**src/hdl/tfdc_pkg.sv**
```systemverilog
package tfdc_pkg;

    localparam int COUNT_WIDTH   = 8;
    localparam int PORT_BOUNDARY = 1024;
    localparam int PORT_W        = 16;
    localparam int TABLE_DEPTH   = (1 << PORT_W) - PORT_BOUNDARY;
    localparam int IDX_W         = $clog2(TABLE_DEPTH);

    localparam int IN_TDATA_W  = 80;
    localparam int OUT_TDATA_W = 64;

    localparam logic [15:0] ETH_IPV4      = 16'h0800;
    localparam logic [7:0]  PROTO_TCP     = 8'd6;
    localparam logic [7:0]  PROTO_UDP     = 8'd17;
    localparam logic [7:0]  PROTO_ICMP    = 8'd1;
    localparam logic [7:0]  FLAGS_SYN_ACK = 8'h12;
    localparam logic [7:0]  FLAGS_FIN_ACK = 8'h11;
    localparam logic [7:0]  FLAG_RST      = 8'h04;

    localparam logic [1:0] DIR_ANY = 2'd0;
    localparam logic [1:0] DIR_C2S = 2'd1;
    localparam logic [1:0] DIR_S2C = 2'd2;

    typedef struct packed {
        logic [15:0]       frame_length;
        logic [7:0]        tcp_flag_bits;
        logic [PORT_W-1:0] dest_port;
        logic [PORT_W-1:0] source_port;
        logic [7:0]        ip_protocol;
        logic [15:0]       eth_type;
    } t_item;

    typedef struct packed {
        logic [15:0]       out_length;
        logic [1:0]        direction;
        logic [PORT_W-1:0] out_dest_port;
        logic [PORT_W-1:0] out_source_port;
        logic [7:0]        protocol_class;
        logic              is_ipv4;
    } t_res;

    typedef struct packed {
        logic                   en;
        logic [IDX_W-1:0]       addr;
        logic [COUNT_WIDTH-1:0] data;
    } t_wr;

    function automatic logic port_is_dynamic(input logic [PORT_W-1:0] port);
        return port > PORT_W'(PORT_BOUNDARY);
    endfunction

    function automatic logic [IDX_W-1:0] port_slot(input logic [PORT_W-1:0] port);
        logic [PORT_W-1:0] diff;
        diff = port - PORT_W'(PORT_BOUNDARY);
        return port_is_dynamic(port) ? IDX_W'(diff) : '0;
    endfunction

endpackage

```
**src/hdl/tfdc_classify.sv**
```systemverilog
module tfdc_classify
    import tfdc_pkg::*;
(
    input  t_item                  i_item,
    input  logic [IDX_W-1:0]       i_sidx,
    input  logic [IDX_W-1:0]       i_didx,
    input  logic [COUNT_WIDTH-1:0] i_rd_s,
    input  logic [COUNT_WIDTH-1:0] i_rd_d,
    input  t_wr                    i_fwd,
    output t_wr                    o_wr,
    output t_res                   o_res
);

    logic                   is_ip;
    logic                   tcp;
    logic                   udp;
    logic                   icmp;
    logic                   sdyn;
    logic                   ddyn;
    logic                   syn;
    logic                   fin;
    logic [COUNT_WIDTH-1:0] cnt_s;
    logic [COUNT_WIDTH-1:0] cnt_d;
    logic [COUNT_WIDTH-1:0] upd_s;
    logic [COUNT_WIDTH-1:0] upd_d;
    logic [1:0]             lower_dir;

    always_comb begin
        is_ip = i_item.eth_type == ETH_IPV4;
        tcp   = i_item.ip_protocol == PROTO_TCP;
        udp   = i_item.ip_protocol == PROTO_UDP;
        icmp  = i_item.ip_protocol == PROTO_ICMP;
        sdyn  = port_is_dynamic(i_item.source_port);
        ddyn  = port_is_dynamic(i_item.dest_port);
        syn   = i_item.tcp_flag_bits == FLAGS_SYN_ACK;
        fin   = !syn && (i_item.tcp_flag_bits == FLAGS_FIN_ACK ||
                         (i_item.tcp_flag_bits & FLAG_RST) != 8'd0);

        // bypass the write that landed on the same edge as this read
        cnt_s = (i_fwd.en && i_fwd.addr == i_sidx) ? i_fwd.data : i_rd_s;
        cnt_d = (i_fwd.en && i_fwd.addr == i_didx) ? i_fwd.data : i_rd_d;

        o_wr.en   = is_ip && tcp && ((syn && sdyn) || (fin && ddyn));
        o_wr.addr = syn ? i_sidx : i_didx;
        if (syn) begin
            o_wr.data = (&cnt_s) ? cnt_s : cnt_s + 1'b1;
        end else begin
            o_wr.data = (cnt_d == '0) ? cnt_d : cnt_d - 1'b1;
        end

        upd_s = (o_wr.en && o_wr.addr == i_sidx) ? o_wr.data : cnt_s;
        upd_d = (o_wr.en && o_wr.addr == i_didx) ? o_wr.data : cnt_d;

        lower_dir = (i_item.source_port < i_item.dest_port) ? DIR_S2C : DIR_C2S;

        o_res = '0;
        if (is_ip) begin
            o_res.is_ipv4    = 1'b1;
            o_res.out_length = i_item.frame_length;
            if (tcp || udp) begin
                o_res.protocol_class  = i_item.ip_protocol;
                o_res.out_source_port = i_item.source_port;
                o_res.out_dest_port   = i_item.dest_port;
                if (!(sdyn && ddyn)) begin
                    o_res.direction = lower_dir;
                end else if (tcp) begin
                    if (upd_d != '0) begin
                        o_res.direction = DIR_C2S;
                    end else if (upd_s != '0) begin
                        o_res.direction = DIR_S2C;
                    end
                end
            end else if (icmp) begin
                o_res.protocol_class = PROTO_ICMP;
            end
        end
    end

endmodule

```
**config.mk**
```make
export PLATFORM = sky130hd
export DESIGN_NAME = tfdc_classify
export DESIGN_NICKNAME = d
export VERILOG_FILES = /design/src/hdl/tfdc_pkg.sv /design/src/hdl/tfdc_classify.sv
export SDC_FILE = /design/constraint.sdc
export NUM_CORES = 1
export LEC_CHECK = 0
export CAP_MARGIN = 20
export CORE_AREA = 2 2 93 95
export DETAILED_ROUTE_END_ITERATION = 6
export DIE_AREA = 0 0 95 97
export DONT_BUFFER_PORTS = 1
export PLACE_DENSITY = 0.56
export SETUP_SLACK_MARGIN = 0.5
export SLEW_MARGIN = 20
export SYNTH_ARGS = -nofsm -noshare
export SYNTH_HDL_FRONTEND = slang
export SYNTH_SLANG_ARGS = --single-unit
```
**constraint.sdc**
```tcl
create_clock -name vclk -period 11.3
set_input_delay 0.565 -clock vclk [all_inputs]
set_output_delay 0.565 -clock vclk [all_outputs]
set_load 0.02 [all_outputs]
```
==> results of run 1 <==
[routing by layer]
layer / vias to the layer above / track usage (%) / share of wire [%]
met5: - / 0 / 0
met4: 0 / 4.905 / 2.4
met3: 17 / 4.206 / 8.7
met2: 174 / 37.32 / 48
met1: 1542 / 28.34 / 41
li1: 1661 / - / -
[power groups by stage]
stage	sequential [W]	clock, W	combinational, W
detailed placement	0	0	0.0000727
global route	0	0	0.0000807
finish	0	0	0.0000729
global placement	0	0	0.0000727
floorplan	0	0	0.0000615
CTS	0	0	0.0000730
[through the flow]
| step | instances | hold slack, ps | util (%) | worst slack (ps) |
|---|---|---|---|---|
| finish | 561 | 1295 | 37.12 | 5232 |
| global route | 561 | 1302 | 37.12 | 4903 |
| CTS | 561 | 1294 | 37.12 | 5272 |
| detailed placement | 561 | 1294 | 37.12 | 5281 |
| global placement | 561 | 1293 | 37.12 | 5369 |
| floorplan | 476 | 1284 | - | 5716 |
[cell type report]
type	count	area, um^2	share of cell area (%)
Inverter	19	71.32	2.362
Timing Repair Buffer	3	22.52	0.7460
Multi-Input combinational cell	434	2794	92.54
Tap cell	105	131.4	4.351
[placed cells by master, fill, tap and decap left out, drive strengths merged, types with 4 or more instances in the layout]
master  synthesis  final
a21o            8      8
a21oi          17     17
a31oi           5      5
and2           36     36
and3            6      6
and4            5      5
conb            1      4
ha             18     18
inv            19     19
mux2i           7      7
nand2          80     80
nand3          12     12
nand3b          6      6
nand4          11     11
nor2           24     24
nor2b           8      8
nor3           28     28
nor4           13     13
o211ai          6      6
o21ai          18     18
or3             6      6
or4            10     10
xnor2          30     30
xor2           30     30
[Yosys cell counts, types with 12 or more instances]
| library cell | n |
|---|---|
| nand2_1 | 80 |
| o21ai_0 | 16 |
| nor4_1 | 13 |
| nand3_1 | 12 |
| xor2_1 | 30 |
| xnor2_1 | 30 |
| nor2_1 | 24 |
| clkbuf_1 | 16 |
| and2_1 | 36 |
| ha_1 | 18 |
| inv_1 | 19 |
| a21oi_1 | 17 |
| nor3_1 | 28 |
[cell families (layout without fill, tap and decap cells)]
group | count (synthesis) | count (layout)
adder cells (fa/ha/maj) | 18 | 18
buffers and inverters | 42 | 22
other | 1 | 4
AND/OR/NAND/NOR | 259 | 259
AO/OA/AOI/OAI | 83 | 83
XOR/XNOR | 60 | 60
multiplexers | 10 | 10
[final timing paths]
| path | startpoint | end | slack [ps] | cells past startpoint |
|---|---|---|---|---|
| setup / recovery | i_fwd[12] | o_res[42] | 5230 | 15 |
| hold / removal | i_item[43] | o_res[28] | 1300 | 2 |
[worst max-delay path, delay by kind of cell]
family / cells / cell delay, ps
compound gates: 3 / 1130
xor+xnor: 2 / 350
fa+ha+maj: 1 / 290
mux: 1 / 300
simple gates: 8 / 2860
==> results.json, run 1 <==
{
  "cts_setup_buffers": 0,
  "yosysTopAreaCellShare_pct": 10.14,
  "max_freq_mhz": 164.8,
  "crit_type": "in2out",
  "wl_per_cell_um": 19.69,
  "initial_core_util_pct": 36.41,
  "first_iter_violations": 170,
  "setup_viol": 0,
  "min_period_over_period_pct": 53.70,
  "overflow": 0,
  "synth_compound_area_share_pct": 18.63,
  "p_leak_nw": 1.190,
  "cp_data_arrival_time_ps": 5500,
  "final_nets": 629,
  "drc_errors": 0,
  "routed_wirelength_mm": 11.05,
  "p_sw_w": 0.00004217,
  "synthMuxAreaShare_pct": 3.507,
  "gp_congestion": 0.9628,
  "antenna_found_initial": 0,
  "yosysSeqAreaShare_pct": 0,
  "rows": 33,
  "regArea_um2": 0,
  "clock_buffers": 0,
  "synthSimpleGateAreaFrac_pct": 46.35,
  "outcome": "completed",
  "cp.required_ps": 10740,
  "grt_max_degree": 26,
  "final_area_um2": 3019,
  "yosysWarnings": 0,
  "hold_viol": 0,
  "final.setup.tns_ps": 0,
  "critPathMaxFanout": 8,
  "yosys-top-cells-area": "nand2_1 (10%), xnor2_1 (8.9%), xor2_1 (8.9%), and2_1 (7.6%), ha_1 (7.6%)",
  "yosys.area.top_type": "nand2_1",
  "die_h_um": 97,
  "grt_pass1_wl_mm": 16.33,
  "max_stage_delay_ps": 540,
  "dp_hpwl_mm": 9.712,
  "pwr-share-seq_pct": 0,
  "p_per_area_nw_per_um2": 24.14,
  "synthAdderAreaFrac_pct": 7.605,
  "comb_power_share_pct": 100.0,
  "firstDrtPassIters": 4,
  "ctsResizeCount": 0,
  "drive_above_1_share_pct": 1.974,
  "synth_area_per_cell_um2": 6.261,
  "seq_cell_count": 0,
  "netlist_area_um2": 2962,
  "peakVddDrop_mv": 0.01048,
  "maxSlewViolCount": 0,
  "syn_inst": 473,
  "hold_path_class": "in2out",
  "crit_chain": "xor2_1, or4_4, or3_1, or2_0, mux2_2, ha_1, and3_1, nand2_1, xnor2_1, nand4_1, a211o_1, a221oi_1, or4b_1, or4_1, a41oi_1",
  "cap_viol_max_count": 0,
  "synth-xor-area-share_pct": 17.74,
  "cp-end-kind": "primary output",
  "via_count": 3394,
  "io_pins": 237,
  "core_um2": 8134,
  "slew_headroom_pct": 33.07,
  "internal_power_w": 0.00003071,
  "synth_cell_types": 58,
  "fill_cells": 886,
  "dpl_cell_area_um2": 3019,
  "antenna_cells": 0,
  "viasPerCell": 6.050,
  "clockPowerShare_pct": 0,
  "grtUsageTotal_pct": 21.95,
  "p_sw_share_pct": 57.86,
  "tightest_slew_ps": 1001,
  "postCtsHoldBufs": 0,
  "portBuffers": 0,
  "dieWidth_um": 95,
  "grt_setup_unrepaired": "false",
  "grt_pass1_vias": 3192,
  "min_period_ps": 6068,
  "areaGrowthSynthToFinish_pct": 1.944,
  "slowest_stage": "or4_4",
  "drtAntennaViolNets": 0,
  "dieArea_um2": 9215,
  "synth_top_family_by_area": "simple AND/OR/NAND/NOR gates",
  "total_power_w": 0.00007288,
  "crit_path_start_kind": "input pin"
}
(Power assumes the default switching activity.)
==> run 2, diff against run 1 <==
--- a/config.mk
+++ b/config.mk
@@ -10,7 +10,7 @@
 export DETAILED_ROUTE_END_ITERATION = 6
 export DIE_AREA = 0 0 95 97
 export DONT_BUFFER_PORTS = 1
-export PLACE_DENSITY = 0.56
+export PLACE_DENSITY = 0.58
 export SETUP_SLACK_MARGIN = 0.5
 export SLEW_MARGIN = 20
 export SYNTH_ARGS = -nofsm -noshare
==> constraint.sdc (replaced) <==
create_clock -name vclk -period 5.15
set_input_delay 0.2575 -clock vclk [all_inputs]
set_output_delay 0.2575 -clock vclk [all_outputs]
set_load 0.02 [all_outputs]
==> run 2 against run 1 <==
Against the previous run: cell area rose by 6.8%; via count rose by 3.6%; critical path type unchanged; critical path depth did not move; clock-buffer cell count did not move; critical endpoint unchanged; die area did not move; setup slack got worse by 4700 ps; routed wire length rose by 5.0%; core utilization rose by 2.5 points; final cell count rose by 2.5%; largest power group unchanged; worst hold slack got worse by 610 ps; flip-flop and latch count did not move.
==> results.json, run 2 (same netlist as run 1, synthesis figures left out) <==
{
  "worst_slack_ps": 561.9,
  "grt_max_degree": 26,
  "multi_input_area_um2": 2895,
  "areaGrowthSynthToFinish_pct": 8.914,
  "die_h_um": 97,
  "crit_path_start_kind": "input pin",
  "cp-end-kind": "primary output",
  "crit_end": "o_res[42]",
  "tightest_slew_ps": 970.1,
  "p_sw_w": 0.00009629,
  "clock_buffers": 0,
  "p_per_area_nw_per_um2": 52.17,
  "peakVddDrop_mv": 0.02676,
  "pwr-share-seq_pct": 0,
  "gp_congestion": 0.9590,
  "antenna_found_initial": 0,
  "via_count": 3517,
  "overflow": 0,
  "final_common_cell": "nand2_1",
  "comb_power_share_pct": 100.0,
  "dieWidth_um": 95,
  "total_power_w": 0.0001683,
  "seq_cell_count": 0,
  "maxSlewViolCount": 0,
  "first_iter_violations": 197,
  "wl_per_cell_um": 20.17,
  "drive_above_1_share_pct": 7.872,
  "stdcell_count": 575,
  "cp.required_ps": 4890,
  "grt_pass1_vias": 3375,
  "core_um2": 8134,
  "drtAntennaViolNets": 0,
  "rows": 33,
  "grt_setup_unrepaired": "true",
  "regArea_um2": 0,
  "io_pins": 237,
  "grt_pass1_wl_mm": 17.36,
  "cp_data_arrival_time_ps": 4330,
  "final.setup.tns_ps": 0,
  "final_nets": 643,
  "hold_path_class": "in2out",
  "hold_viol": 0,
  "outcome": "completed",
  "grt_use_met3_pct": 9.579,
  "cap_viol_max_count": 0,
  "slew_headroom_pct": 34.64,
  "clockPowerShare_pct": 0,
  "grtUsageTotal_pct": 23.42,
  "p_sw_share_pct": 57.22,
  "firstDrtPassIters": 5,
  "fill_cells": 885,
  "crit_type": "in2out",
  "final_cell_mix": "nand2_1 (78), and2_1 (36), xor2_1 (30)",
  "cp-startpoint": "i_fwd[12]",
  "dieArea_um2": 9215,
  "critPathMaxFanout": 5,
  "antenna_cells": 0,
  "initial_core_util_pct": 36.41,
  "internal_power_w": 0.00007200,
  "setup_viol": 0,
  "dpl_worst_slack_ps": 208.8,
  "place_inst": 567,
  "max_freq_mhz": 218.0,
  "met2_usage_pct": 36.72,
  "min_period_ps": 4588,
  "routed_wirelength_mm": 11.60,
  "final_util_pct": 39.66,
  "busiest_layer": "met2",
  "drc_errors": 0,
  "viasPerCell": 6.117,
  "grt.met1_usage_pct": 30.79,
  "portBuffers": 0,
  "dp_hpwl_mm": 10.06,
  "p_leak_nw": 1.308,
  "min_period_over_period_pct": 89.09
}
## run 2: cell count changes in the layout (fill, tap and decap cells not counted), sizes merged
cell,previous run,this run
buf,3,17
## run 2: final cells by class
| type | count | share of cell area (%) |
|---|---|---|
| timing repair buffer | 17 | 3.957 |
| inverter | 19 | 2.211 |
| multi-input combinational | 434 | 89.76 |
| tap | 105 | 4.073 |
## run 2: metal layers
metal	share of wire, %	routed length, um	up-vias
met3	13	1559	19
li1	-	-	1682
met2	44	5102	222
met1	41	4745	1594
met4	1.7	192	0
met5	0	0	-
## run 2: power by group through the flow
stage	Clock, W	Sequential (W)	Combinational, W
floorplan	0	0	0.000136
global placement	0	0	0.000161
detailed placement	0	0	0.000162
CTS	0	0	0.000165
global route	0	0	0.000186
finish	0	0	0.000168
## run 2: worst max-delay path: stages
cell and delay [ps]:
xor2_1 150, or4_4 540, or3_4 350, or2_4 270, mux2_4 330, ha_4 180
and3_4 200, nand2_4 80, xnor2_1 120, nand4_1 130, a211o_1 340, a221oi_2 200
or4b_4 490, or4_4 440, a41oi_4 240
## run 2: worst min path at each step
stage / start / to / slack [ps] / cells past startpoint
2_1_floorplan: i_item[41] / o_res[26] / 670 / 2
3_3_place_gp: i_sidx[6] / o_wr[14] / 680 / 2
3_5_place_dp: i_item[49] / o_res[34] / 680 / 2
4_1_cts: i_item[45] / o_res[30] / 680 / 2
5_1_grt: i_item[45] / o_res[30] / 690 / 2
6_report: i_item[44] / o_res[29] / 680 / 2
## run 2: repair_timing
action / CTS / global route
setup buffers: 6 / 2
hold buffers: 0 / 0
pin swaps: 5 / 5
gates resized for setup: 9 / 5
cloned: 0 / 0
endpoints found under the setup margin: 2 / 2
endpoints found under the hold margin: 0 / 0
## run 2: per-stage QoR
step,area (um^2),hold WS (ps)
2_1_floorplan,3014,668.6
3_3_place_gp,3108,682.0
3_5_place_dp,3108,680.6
4_1_cts,3189,681.7
5_1_grt,3226,686.1
6_report,3226,681.2
==> run 3, diff against run 2 <==
--- a/config.mk
+++ b/config.mk
@@ -10,7 +10,7 @@
 export DETAILED_ROUTE_END_ITERATION = 6
 export DIE_AREA = 0 0 95 97
 export DONT_BUFFER_PORTS = 1
-export PLACE_DENSITY = 0.58
+export PLACE_DENSITY = 0.56
 export SETUP_SLACK_MARGIN = 0.5
 export SLEW_MARGIN = 20
 export SYNTH_ARGS = -nofsm -noshare
==> constraint.sdc (replaced) <==
create_clock -name vclk -period 5.7
set_input_delay 0.285 -clock vclk [all_inputs]
set_output_delay 0.285 -clock vclk [all_outputs]
set_load 0.02 [all_outputs]
==> run 3 against run 2 <==
Against the previous run: setup slack gained 70 ps; flip-flop and latch count unchanged; critical endpoint unchanged; largest cell class unchanged; largest power group unchanged; cell area fell by 4.4%.
==> results.json, run 3 (same netlist as run 1, synthesis figures left out) <==
{
  "maxSlewViolCount": 0,
  "crit_path_start_kind": "input pin",
  "slew_headroom_pct": 33.23,
  "cp-end-kind": "primary output",
  "grt_pass1_wl_mm": 17.06,
  "crit_type": "in2out",
  "tightest_slew_ps": 998.5,
  "firstDrtPassIters": 4,
  "initial_core_util_pct": 36.41,
  "max_freq_mhz": 197.3,
  "drtAntennaViolNets": 0,
  "dieWidth_um": 95,
  "antenna_found_initial": 0,
  "hold_start": "i_item[43]",
  "die_h_um": 97,
  "seq_cell_count": 0,
  "postCtsHoldBufs": 0,
  "portBuffers": 0,
  "dieArea_um2": 9215,
  "hold_viol": 0,
  "final_cell_mix": "nand2_1 (78), and2_1 (36), xor2_1 (30)",
  "viasPerCell": 6.241,
  "outcome": "completed",
  "dp_hpwl_mm": 9.900,
  "areaGrowthSynthToFinish_pct": 4.140,
  "gp_congestion": 0.9789,
  "min_period_ps": 5069,
  "rows": 33,
  "final_common_cell": "nand2_1",
  "setup_viol": 0,
  "final_area_um2": 3084,
  "p_leak_nw": 1.222,
  "final.setup.tns_ps": 0,
  "final_util_pct": 37.92,
  "drive_above_1_share_pct": 4.783,
  "hold_path_class": "in2out",
  "via_count": 3526,
  "whs_ps": 733.5,
  "min_to": "o_res[28]",
  "core_um2": 8134,
  "regArea_um2": 0,
  "grtUsageTotal_pct": 22.84,
  "drc_errors": 0,
  "p_per_area_nw_per_um2": 47.05,
  "wl_per_cell_um": 19.95,
  "min_period_over_period_pct": 88.92,
  "cap_viol_max_count": 0,
  "grt_pass1_vias": 3366,
  "overflow": 0,
  "critPathMaxFanout": 8,
  "grt_max_degree": 20,
  "routed_wirelength_mm": 11.27,
  "whs_path_depth": 2,
  "cts_setup_buffers": 0,
  "grt_setup_unrepaired": "false",
  "final_nets": 633,
  "clock_buffers": 0,
  "cp.required_ps": 5410,
  "peakVddDrop_mv": 0.01962,
  "first_iter_violations": 136,
  "antenna_cells": 0,
  "io_pins": 237,
  "dpl_cell_area_um2": 3049,
  "cp_data_arrival_time_ps": 4780
}
[run 3: worst max-delay path, stage by stage]
cell      delay [ps]
xor2_1           160
or4_4            540
or3_4            430
or2_4            280
mux2_2           290
ha_2             240
and3_2           260
nand2_2          110
xnor2_1          130
nand4_1          150
a211o_1          330
a221oi_1         240
or4b_4           500
or4_1            430
a41oi_2          210
buf_4            170
[run 3: power breakdown]
group / switching (W) / leakage, nW / internal (W) / total, W
clock network: 0 / 0 / 0 / 0
registers: 0 / 0 / 0 / 0
logic: 0.0000837 / 1.22 / 0.0000614 / 0.000145
[run 3: area by class of cell]
| type | count | area, um^2 |
|---|---|---|
| fillers | 905 | 5050 |
| inverters | 19 | 71.32 |
| well taps | 105 | 131.4 |
| repair buffers | 7 | 52.55 |
| multi-input cells | 434 | 2829 |
[run 3: how the worst max path moves through the flow]
stage,startpoint,cells past startpoint,to,slack [ps]
2_1_floorplan,i_fwd[12],16,o_res[42],680
3_3_place_gp,i_fwd[12],16,o_res[42],430
3_5_place_dp,i_fwd[12],16,o_res[42],340
4_1_cts,i_fwd[12],16,o_res[42],560
5_1_grt,i_fwd[12],16,o_res[42],510
6_report,i_fwd[12],16,o_res[42],630
[run 3: per-stage QoR]
stage | setup WS [ps] | cells | total power, W
6_report | 631.5 | 565 | 0.0001451
5_1_grt | 507.0 | 565 | 0.0001620
4_1_cts | 564.0 | 565 | 0.0001446
3_5_place_dp | 339.3 | 565 | 0.0001438
3_3_place_gp | 432.8 | 565 | 0.0001439
2_1_floorplan | 676.4 | 476 | 0.0001220
[run 3: timing repair]
action | in CTS | in global routing
endpoints found under the setup margin | 1 | 1
resized for setup | 4 | 6
endpoints found under the hold margin | 0 | 0
[run 3: layer usage]
metal	wire length, um	up-vias	track usage (%)	share of wire (%)
li1	-	1673	-	-
met3	1071	14	5.062	9.5
met4	203	0	4.013	1.8
met1	4634	1626	29.14	41
met2	5360	213	39.28	48
met5	0	-	0	0
